===== src/pl_pkg.sv =====
// ----------------------------------------------------------------------------
// pl_pkg
// Types and codes shared by the positional list engine: command and status
// codes, sequencer states and the input and result word layouts.
// ----------------------------------------------------------------------------
package pl_pkg;

    typedef enum logic [2:0] {
        CMD_READ        = 3'd0,
        CMD_INSERT_AT   = 3'd1,
        CMD_REMOVE_AT   = 3'd2,
        CMD_INSERT_HEAD = 3'd3,
        CMD_INSERT_TAIL = 3'd4,
        CMD_REMOVE_HEAD = 3'd5,
        CMD_REMOVE_TAIL = 3'd6
    } cmd_t;

    typedef enum logic [1:0] {
        ST_DONE    = 2'd0,
        ST_IGNORED = 2'd1,
        ST_FULL    = 2'd2
    } status_t;

    typedef enum logic [2:0] {
        S_IDLE,
        S_UP,
        S_PUT,
        S_DN,
        S_OUT
    } state_t;

    localparam logic signed [31:0] READ_MISS = -32'sd1;

    typedef struct packed {
        logic [2:0]         command;
        logic [4:0]         position;
        logic signed [31:0] value_in;
    } in_word_t;

    typedef struct packed {
        logic signed [31:0] read_value;
        logic [1:0]         status;
        logic [4:0]         entry_count;
    } out_word_t;

endpackage


===== src/positional_list_engine.sv =====
// ----------------------------------------------------------------------------
// positional_list_engine
// Packed list of signed 32-bit values kept in one synchronous RAM.
// A read or a refused word goes straight to OUT; an insert moves the entries
// at p and above up in UP, then writes in PUT; a remove moves the entries
// above p down in DN; the RAM moves one entry per cycle during a shift.
// Throughput: one word at a time; the next word is accepted the cycle after
// the result is loaded, even if that result is still waiting on m_ready.
// Reset: synchronous, active low; clears the count, the sequencer and the
// output valid. RAM contents are not cleared.
// ----------------------------------------------------------------------------
module positional_list_engine #(
    parameter int MAX_ENTRIES = 16
) (
    input  logic               aclk,
    input  logic               aresetn,
    input  logic               s_valid,
    output logic               s_ready,
    input  pl_pkg::in_word_t   s_data,
    output logic               m_valid,
    input  logic               m_ready,
    output pl_pkg::out_word_t  m_data
);
    import pl_pkg::*;

    localparam int CW = $clog2(MAX_ENTRIES + 1);
    localparam int AW = $clog2(MAX_ENTRIES);
    localparam int W  = (CW > 5) ? CW : 5;

    logic signed [31:0] mem [MAX_ENTRIES];
    logic signed [31:0] rd_data_reg;

    state_t             state_reg, state_next;
    logic [CW-1:0]      count_reg, count_next;
    logic [CW-1:0]      cur_reg, cur_next;
    logic [CW-1:0]      pos_reg, pos_next;
    logic signed [31:0] val_reg, val_next;
    status_t            status_reg, status_next;
    logic signed [31:0] rv_reg, rv_next;
    logic               rv_mem_reg, rv_mem_next;
    logic               m_valid_reg;
    out_word_t          m_data_reg;

    // Decode of the word at the input, against the current count.
    cmd_t               cmd;
    logic [W-1:0]       pos_w, cnt_w, cnt_m1_w, p_w, p_p1_w;
    status_t            dec_status;
    state_t             dec_state;
    logic signed [31:0] dec_rv;
    logic               dec_rv_mem, dec_rd_en, dec_dec_count;
    logic [AW-1:0]      dec_rd_addr;
    logic [CW-1:0]      dec_cur;

    logic [CW-1:0]      cur_m1, cur_m2, cur_p2;

    logic               rd_en, wr_en, out_load;
    logic [AW-1:0]      rd_addr, wr_addr;
    logic signed [31:0] wr_data;

    assign cmd      = cmd_t'(s_data.command);
    assign pos_w    = W'(s_data.position);
    assign cnt_w    = W'(count_reg);
    assign cnt_m1_w = cnt_w - W'(1);
    assign p_p1_w   = p_w + W'(1);
    assign cur_m1   = cur_reg - CW'(1);
    assign cur_m2   = cur_reg - CW'(2);
    assign cur_p2   = cur_reg + CW'(2);

    always_comb begin
        p_w           = '0;
        dec_status    = ST_IGNORED;
        dec_state     = S_OUT;
        dec_rv        = '0;
        dec_rv_mem    = 1'b0;
        dec_rd_en     = 1'b0;
        dec_rd_addr   = '0;
        dec_cur       = '0;
        dec_dec_count = 1'b0;
        unique case (cmd)
            CMD_READ: begin
                if (pos_w < cnt_w) begin
                    dec_status  = ST_DONE;
                    dec_rv_mem  = 1'b1;
                    dec_rd_en   = 1'b1;
                    dec_rd_addr = pos_w[AW-1:0];
                end else begin
                    dec_rv = READ_MISS;
                end
            end
            CMD_INSERT_AT, CMD_INSERT_HEAD, CMD_INSERT_TAIL: begin
                priority case (cmd)
                    CMD_INSERT_AT:   p_w = pos_w;
                    CMD_INSERT_HEAD: p_w = '0;
                    default:         p_w = cnt_w;
                endcase
                if (p_w > cnt_w) begin
                    dec_status = ST_IGNORED;
                end else if (cnt_w >= W'(MAX_ENTRIES)) begin
                    dec_status = ST_FULL;
                end else begin
                    dec_status = ST_DONE;
                    if (p_w == cnt_w) begin
                        dec_state = S_PUT;
                    end else begin
                        // Entries from the tail down to p move up one place.
                        dec_state   = S_UP;
                        dec_rd_en   = 1'b1;
                        dec_rd_addr = cnt_m1_w[AW-1:0];
                        dec_cur     = count_reg;
                    end
                end
            end
            CMD_REMOVE_AT, CMD_REMOVE_HEAD, CMD_REMOVE_TAIL: begin
                priority case (cmd)
                    CMD_REMOVE_AT:   p_w = pos_w;
                    CMD_REMOVE_HEAD: p_w = '0;
                    default:         p_w = cnt_m1_w;
                endcase
                if (count_reg == '0 || p_w >= cnt_w) begin
                    dec_status = ST_IGNORED;
                end else begin
                    dec_status = ST_DONE;
                    if (p_p1_w < cnt_w) begin
                        // Entries above p move down one place.
                        dec_state   = S_DN;
                        dec_rd_en   = 1'b1;
                        dec_rd_addr = p_p1_w[AW-1:0];
                        dec_cur     = p_w[CW-1:0];
                    end else begin
                        dec_dec_count = 1'b1;
                    end
                end
            end
            default: begin
                dec_status = ST_IGNORED;
            end
        endcase
    end

    // Next state and datapath registers.
    always_comb begin
        state_next  = state_reg;
        count_next  = count_reg;
        cur_next    = cur_reg;
        pos_next    = pos_reg;
        val_next    = val_reg;
        status_next = status_reg;
        rv_next     = rv_reg;
        rv_mem_next = rv_mem_reg;
        unique case (state_reg)
            S_IDLE: begin
                if (s_valid) begin
                    state_next  = dec_state;
                    cur_next    = dec_cur;
                    pos_next    = p_w[CW-1:0];
                    val_next    = s_data.value_in;
                    status_next = dec_status;
                    rv_next     = dec_rv;
                    rv_mem_next = dec_rv_mem;
                    if (dec_dec_count) begin
                        count_next = count_reg - CW'(1);
                    end
                end
            end
            S_UP: begin
                if (cur_m1 > pos_reg) begin
                    cur_next = cur_m1;
                end else begin
                    state_next = S_PUT;
                end
            end
            S_PUT: begin
                count_next = count_reg + CW'(1);
                state_next = S_OUT;
            end
            S_DN: begin
                if (cur_p2 < count_reg) begin
                    cur_next = cur_reg + CW'(1);
                end else begin
                    count_next = count_reg - CW'(1);
                    state_next = S_OUT;
                end
            end
            S_OUT: begin
                if (!m_valid_reg || m_ready) begin
                    state_next = S_IDLE;
                end
            end
            default: begin
                state_next = S_IDLE;
            end
        endcase
    end

    // RAM controls, handshake and output load.
    always_comb begin
        s_ready  = 1'b0;
        rd_en    = 1'b0;
        rd_addr  = '0;
        wr_en    = 1'b0;
        wr_addr  = cur_reg[AW-1:0];
        wr_data  = rd_data_reg;
        out_load = 1'b0;
        unique case (state_reg)
            S_IDLE: begin
                s_ready = 1'b1;
                rd_en   = s_valid && dec_rd_en;
                rd_addr = dec_rd_addr;
            end
            S_UP: begin
                wr_en = 1'b1;
                if (cur_m1 > pos_reg) begin
                    rd_en   = 1'b1;
                    rd_addr = cur_m2[AW-1:0];
                end
            end
            S_PUT: begin
                wr_en   = 1'b1;
                wr_addr = pos_reg[AW-1:0];
                wr_data = val_reg;
            end
            S_DN: begin
                wr_en = 1'b1;
                if (cur_p2 < count_reg) begin
                    rd_en   = 1'b1;
                    rd_addr = cur_p2[AW-1:0];
                end
            end
            S_OUT: begin
                out_load = !m_valid_reg || m_ready;
            end
            default: begin
                s_ready = 1'b0;
            end
        endcase
    end

    // A shift reads the address two places ahead of the one it writes, so the
    // two addresses never meet.
    always_ff @(posedge aclk) begin
        if (wr_en) begin
            mem[wr_addr] <= wr_data;
        end
        if (rd_en) begin
            rd_data_reg <= mem[rd_addr];
        end
    end

    always_ff @(posedge aclk) begin
        if (!aresetn) begin
            state_reg   <= S_IDLE;
            count_reg   <= '0;
            m_valid_reg <= 1'b0;
        end else begin
            state_reg <= state_next;
            count_reg <= count_next;
            if (out_load) begin
                m_valid_reg <= 1'b1;
            end else if (m_ready) begin
                m_valid_reg <= 1'b0;
            end
        end
    end

    always_ff @(posedge aclk) begin
        cur_reg    <= cur_next;
        pos_reg    <= pos_next;
        val_reg    <= val_next;
        status_reg <= status_next;
        rv_reg     <= rv_next;
        rv_mem_reg <= rv_mem_next;
        if (out_load) begin
            m_data_reg.read_value  <= rv_mem_reg ? rd_data_reg : rv_reg;
            m_data_reg.status      <= status_reg;
            m_data_reg.entry_count <= 5'(count_reg);
        end
    end

    assign m_valid = m_valid_reg;
    assign m_data  = m_data_reg;

endmodule

===== config.mk =====
export PLATFORM = sky130hd
export DESIGN_NAME = positional_list_engine
export DESIGN_NICKNAME = d
export VERILOG_FILES = /design/src/pl_pkg.sv /design/src/positional_list_engine.sv
export SDC_FILE = /design/constraint.sdc
export NUM_CORES = 1
export LEC_CHECK = 0
export BUFFER_PORTS_ARGS = -buffer_cell sky130_fd_sc_hd__buf_2
export CORE_ASPECT_RATIO = 0.9
export CORE_UTILIZATION = 60
export CTS_CLUSTER_SIZE = 30
export DETAILED_ROUTE_END_ITERATION = 10
export PLACE_DENSITY_LB_ADDON = 0.15
export SYNTH_ARGS = -nofsm -noshare
export SYNTH_HDL_FRONTEND = slang
export SYNTH_SLANG_ARGS = --single-unit
export TNS_END_PERCENT = 1

===== constraint.sdc =====
create_clock -name aclk -period 5.8 [get_ports aclk]
set_clock_uncertainty 0.15 [all_clocks]
set_input_delay 1.45 -clock aclk [delete_from_list [all_inputs] [get_ports aclk]]
set_output_delay 1.45 -clock aclk [all_outputs]
set_load 0.05 [all_outputs]

==> flow_summary.yaml, run 1 <==
timing:
  final-max-slew-violation-count: 0
  max-slew-margin-rel_pct: 26.0
  hold_viol: 0
  grt_setup_unrepaired: "false"
  fmax_ghz: 0.191
  worst_pin_slew_ps: 1110
  final.setup.tns_ps: 0
  min_period_ps: 5250
  setup_viol: 0
  hold_ws_ps: 277
  period_share_pct: 90.5
floorplan:
  die_w_um: 224
  die_h_um: 202
  core_sq_um: 43300
  ios: 85
  start_util_pct: 61.3
  rows: 72
  die_area_sq_um: 45100
finish:
  seq_area_sq_um: 19100
  final_area_sq_um: 30100
  largest_reg_flops: 512
  fill_cells: 2864
  final_core_util_pct: 69.5
  final_nets: 1864
  diodes: 0
  area_growth_pct: 13.2
  multi_input_area_sq_um: 7080
  drive_gt1_share_pct: 19.5
routing:
  wl_per_cell_um: 25.1
  antenna_left: 0
  drc_errors: 0
  drtIter0Drc: 1572
  vias: 15000
  vias_per_cell: 6.18
  dr.pass1.iters: 7
  totalWireLength_um: 61000
placement:
  port-buffer-count: 84
  placed_area_sq_um: 28200
  dp_hpwl_um: 34800
  globalplace.congestion: 0.893
setup_path:
  crit_path_max_incr_delay_ps: 330
  crit_arrival_ps: 5470
  cp_num_buf_inv: 3
  cp.depth: 18
  startpoint: "s_data[39]"
  rr_worst_depth: 20
  r2r_slack_ps: 680
  critical-path-slowest-cell: "buf_12"
  crit_path_end_kind: "flop"
  crit_type: "input pin to flop"
  worst_path_dominant_cell_family: "simple AND/OR/NAND/NOR gates"
  timing.rr.start: "cnt_w[1]"
  path_cells: "buf_2 -> buf_4 -> nand2b_1 -> nor3b_1 -> or2_1 -> nand3b_1 -> xnor2_1 -> ha_1 -> and3_1 -> o21ai_0 -> o311ai_1 -> or2_4 -> nor2_4 -> nand2_1 -> a211oi_4 -> buf_12 -> a22oi_1 -> a32o_1"
  crit_fanout: 52
  required_ps: 6020
  start_kind: "input pin"
power_and_ir_drop:
  powerDensity_nw_per_um2: 367
  power_leakage_nw: 11.5
  ir_drop_mv: 0.274
  p_total_mw: 11.1
synthesis:
  syn_avg_cell_area_sq_um: 16.1
  synth_top_cell_area_share_pct: 71.1
  synth-edff-count: 629
  syn-cell-area_sq_um: 26600
  yosys_warnings: 0
  syn_inst: 1651
  synthTopCellsByArea: "edfxtp_1 (71%), mux2i_1 (7.3%), nand2_1 (2.8%)"
  ys_types: 74
  async_reset_ff_share_pct: 0
  yosys.area.top_type: "edfxtp_1"
  synth-main-ff-cell: "edfxtp_1"
  synth.ff_latch_count: 638
  synth-seq-area-share_pct: 71.7
  syn_nets: 1731
grt:
  grt_pass1_wl_um: 91000
  grt_max_degree: 65
  antenna_found_initial: 0
  grt_usage_pct: 27.4
  grt_pass1_vias: 14800
  overflow: 0
hold_path:
  min_path_cells: 0
  min_from: "status_reg[0]"
  hp-class: "flop to flop"
clock_network:
  clk_path_buf_depth: 3
  cts_sinks: 638
  cts_tree: "built"
  clock_latency_ps: 620
  post_cts_resize_count: 0
  postCtsHoldBufs: 0
  h-tree-depth: 2
  postCtsSetupRepairBufs: 0
  cts_buffers: 60
  cts_root_buffer: "clkbuf_16"
  cts.clk_slew.worst_paths_ps: 60
run_status:
  status: "finished clean"
run:
  drv_cap: 0
-- cell usage after synthesis (all sizes together), types with 2 or more instances --
cell and n:
a22oi 39, a221oi 33, o221ai 3, nor2b 9, a211oi 7, and2 9, nor3b 3, o211ai 3
a21boi 3, xnor2 12, nor2 39, clkbuf 27, a21o 7, edfxtp 629, dfxtp 9, nand3 11
nand2 202, ha 36, o22ai 10, a2bb2oi 65, a31oi 7, a32o 32, or2 3, o21a 5
nor4b 2, buf 65, o21ai 20, mux2 67, and3 7, a221o 3, nand3b 2, mux2i 194
nand4 3, a21oi 23, inv 20, nor3 11, xor2 7, nand2b 12
-- logic make-up after synthesis --
family / after synthesis / share of synthesized area (%)
mux: 261 / 10.1
xor+xnor: 19 / 0.654
compound gates: 268 / 8.15
buf+inv: 112 / 2.28
simple gates: 317 / 5.32
flops: 638 / 71.7
fa+ha+maj: 36 / 1.69
-- stage by stage --
stage / instances / setup slack, ps
3_3_place_gp: 2314 / 90.5
2_1_floorplan: 1651 / 310
3_5_place_dp: 2314 / -20.8
6_report: 2425 / 551
4_1_cts: 2425 / 622
5_1_grt: 2425 / 313
-- where the power goes --
group | switching, mW | leakage (nW) | internal [mW]
logic | 1.12 | 4.79 | 0.630
clock network | 1.65 | 0.949 | 2.21
registers | 0.0705 | 5.78 | 5.36
total | 2.84 | 11.5 | 8.21
-- metal layers --
metal,up-vias,wire length [um],track usage [%]
met4,0,1290,8.17
met3,92,4680,4.95
met1,7568,26500,40.0
met2,585,28500,42.6
met5,-,0,0
li1,6741,-,-
-- final cells by class --
type / count / share of cell area, %
flip-flops and latches: 638 / 63.4
multi-input cells: 901 / 23.5
clock buffers: 74 / 5.16
repair buffers: 163 / 3.95
well taps: 592 / 2.46
clock inverters: 37 / 1.29
inverters: 20 / 0.249
-- worst register-to-register path: stages (launching register included) --
cell and delay, ps:
dfxtp_1 310, inv_1 300, ha_1 400, a21oi_1 230, a22oi_1 80, o21ai_0 150
buf_4 150, ha_1 210, nand3_1 120, xnor2_1 150, ha_1 290, nand4_1 120
o311ai_1 420, or2_4 220, nor2_4 60, a21oi_4 180, buf_12 230, buf_12 310
mux2_2 400, a2bb2oi_1 130, a32o_1 260
-- path summary, 6_finish.rpt --
path | to
worst min-delay path | m_data[5]
worst max register to register | rd_data_reg[12]
worst min register to register | m_data[5]
worst max-delay path | rd_data_reg[12]
-- cell usage in the layout (no fill, tap or decap), types with 8 or more instances in the layout --
master       n
clkbuf_1    14
nor2_4      18
dfxtp_1      9
clkbuf_16   60
and2_1       8
nand3_1     10
nand2b_1    11
a22oi_1     39
nor2_1      21
nand2_1    201
nor2b_1      8
o21ai_0     15
ha_1        36
buf_12      14
a32o_1      32
a21oi_1     22
clkinv_1    12
clkinv_2    12
edfxtp_1   629
xnor2_1     12
buf_4       65
inv_1       19
o22ai_1     10
a221oi_1    33
mux2_2      63
buf_2       84
mux2i_1    194
a2bb2oi_1   64
No activity file was read; power rests on OpenSTA's default activity.
==> run 2, diff against run 1 <==
--- a/config.mk
+++ b/config.mk
@@ -10,7 +10,7 @@
 export CORE_UTILIZATION = 60
 export CTS_CLUSTER_SIZE = 30
 export DETAILED_ROUTE_END_ITERATION = 10
-export PLACE_DENSITY_LB_ADDON = 0.15
+export PLACE_DENSITY = 0.77
 export SYNTH_ARGS = -nofsm -noshare
 export SYNTH_HDL_FRONTEND = slang
 export SYNTH_SLANG_ARGS = --single-unit
==> run 2 against run 1 <==
Compared with the run above:
- sequential power hardly changed
- worst hold slack barely moved
- clock-buffer cell count rose by 4
- combinational power is essentially flat
- first-iteration DRC count is 11% higher
- utilization shrank 0.46 points
- sequential share of layout area increased by 0.42 points
- register-to-register slack lost 50 ps
- sequential cell count unchanged
- design area is 0.66% lower
- clock power decreased by 5.9%
- setup slack worse by 57 ps
==> flow_summary.yaml, run 2 (same netlist as run 1, synthesis figures left out) <==
clock_network:
  clk_path_buf_depth: 3
  postCtsHoldBufs: 0
  cts_root_buffer: "clkbuf_16"
  cts_sinks: 638
  clock_latency_ps: 630
  postCtsSetupRepairBufs: 0
  cts.clk_slew.worst_paths_ps: 60
  h-tree-depth: 2
  cts_tree: "built"
  cts_buffers: 60
  post_cts_resize_count: 0
timing:
  period_share_pct: 91.5
  worst_pin_slew_ps: 1070
  hold_viol: 0
  final-max-slew-violation-count: 0
  min_period_ps: 5310
  setup_viol: 0
  max-slew-margin-rel_pct: 28.5
  fmax_ghz: 0.188
  grt_setup_unrepaired: "false"
  worst_slack_ps: 494
setup_path:
  crit_path_end_kind: "flop"
  rr_worst_depth: 19
  timing.rr.start: "cnt_w[1]"
  r2r_slack_ps: 630
  required_ps: 6010
  crit_arrival_ps: 5520
  crit_type: "input pin to flop"
  rr_endpoint: "rd_data_reg[3]"
  start_kind: "input pin"
  crit_fanout: 16
finish:
  final_area_sq_um: 29900
  fill_cells: 2798
  largest_reg_flops: 512
  seq_area_sq_um: 19100
  final_nets: 1855
  diodes: 0
  mostFrequentLayoutCells: "edfxtp_1 (629), nand2_1 (201), mux2i_1 (194), buf_2 (84), a2bb2oi_1 (64)"
  drive_gt1_share_pct: 18.4
  final_common_cell: "edfxtp_1"
  multi_input_area_sq_um: 7070
  area_growth_pct: 12.5
grt:
  use_met3_pct: 5.18
  antenna_found_initial: 1
  overflow: 0
  grt_max_degree: 46
  grt_pass1_wl_um: 92300
  use_met1_pct: 39.2
  met2_usage_pct: 43.6
  grt_pass1_vias: 15200
  grt_usage_pct: 27.7
  busiest_layer: "met2"
routing:
  vias_per_cell: 6.30
  dr.pass1.iters: 5
  vias: 15200
  drc_errors: 0
  antenna_left: 0
  wl_per_cell_um: 25.5
  drtIter0Drc: 1740
  totalWireLength_um: 61500
run_status:
  status: "finished clean"
floorplan:
  die_h_um: 202
  ios: 85
  die_area_sq_um: 45100
  core_sq_um: 43300
  rows: 72
  die_w_um: 224
  start_util_pct: 61.3
run:
  drv_cap: 0
power_and_ir_drop:
  powerDensity_nw_per_um2: 363
  power_leakage_nw: 11.4
  ir_drop_mv: 0.233
placement:
  dp_hpwl_um: 34400
  port-buffer-count: 84
  preCtsSetupSlack_ps: -58.2
  globalplace.congestion: 0.910
  placed_area_sq_um: 28100
hold_path:
  hp-class: "flop to flop"
  whs_endpoint: "m_data[6]"
  min_from: "status_reg[1]"
  min_path_cells: 0
-- run 2: cell types whose count changed in the layout (fill, tap and decap cells not counted), sizes merged --
cell,delta
bufinv,-5
clkinv,-2
clkbuf,+4
buf,-9
clkinvlp,+1
-- run 2: worst max-delay path by stage --
stage | start | endpoint | slack, ps | cells past startpoint
2_1_floorplan | s_data[38] | rd_data_reg[20] | 310 | 19
3_3_place_gp | s_data[39] | rd_data_reg[19] | 110 | 18
3_5_place_dp | s_data[39] | rd_data_reg[3] | -60 | 18
4_1_cts | s_data[39] | rd_data_reg[3] | 550 | 18
5_1_grt | s_data[39] | rd_data_reg[5] | 310 | 19
6_report | s_data[39] | rd_data_reg[3] | 490 | 19
-- run 2: power by group --
part | internal (mW) | switching [mW] | leakage, nW | total [mW]
combinational | 0.633 | 1.14 | 4.75 | 1.77
sequential | 5.36 | 0.0690 | 5.78 | 5.43
clock | 1.99 | 1.65 | 0.862 | 3.64
total | 7.98 | 2.85 | 11.4 | 10.8
-- run 2: per-stage QoR --
stage                     hold WS (ps)  utilization [%]  power, mW  setup TNS (ps)  cells
after floorplan                    250                -       6.73               0   1651
after global placement             258             64.9       7.22               0   2305
after detailed placement           264             64.9       7.27            -663   2305
after CTS                          277             69.0       10.8               0   2414
after global routing               286             69.0       11.2               0   2414
final                              277             69.0       10.8               0   2414
-- run 2: critical path, cell delays in order --
cell,delay (ps)
buf_2,160
buf_4,190
a21oi_1,190
a22oi_1,90
o21ai_0,280
ha_1,290
nand3_1,110
xnor2_1,150
ha_1,290
nand4_1,150
o311ai_1,410
or2_4,210
nor2_4,60
a21oi_4,200
buf_4,190
buf_4,290
mux2_2,370
a2bb2oi_1,140
a32o_1,280
-- run 2: cell type report --
class                           count  share of cell area, %
Clock buffer                       78                   5.25
Clock inverter                     31                  0.749
Inverter                           20                  0.251
Multi-Input combinational cell    901                   23.7
Sequential cell                   638                   63.8
Tap cell                          592                   2.48
Timing Repair Buffer              154                   3.83
-- run 2: per-layer routing --
metal  routed length, um  up-vias  share of wire [%]
li1                    -     6717                  -
met1               25500     7621                 41
met2               29000      734                 47
met5                  13        -              0.021
met3                5250      130                8.5
met4                1720        2                2.8
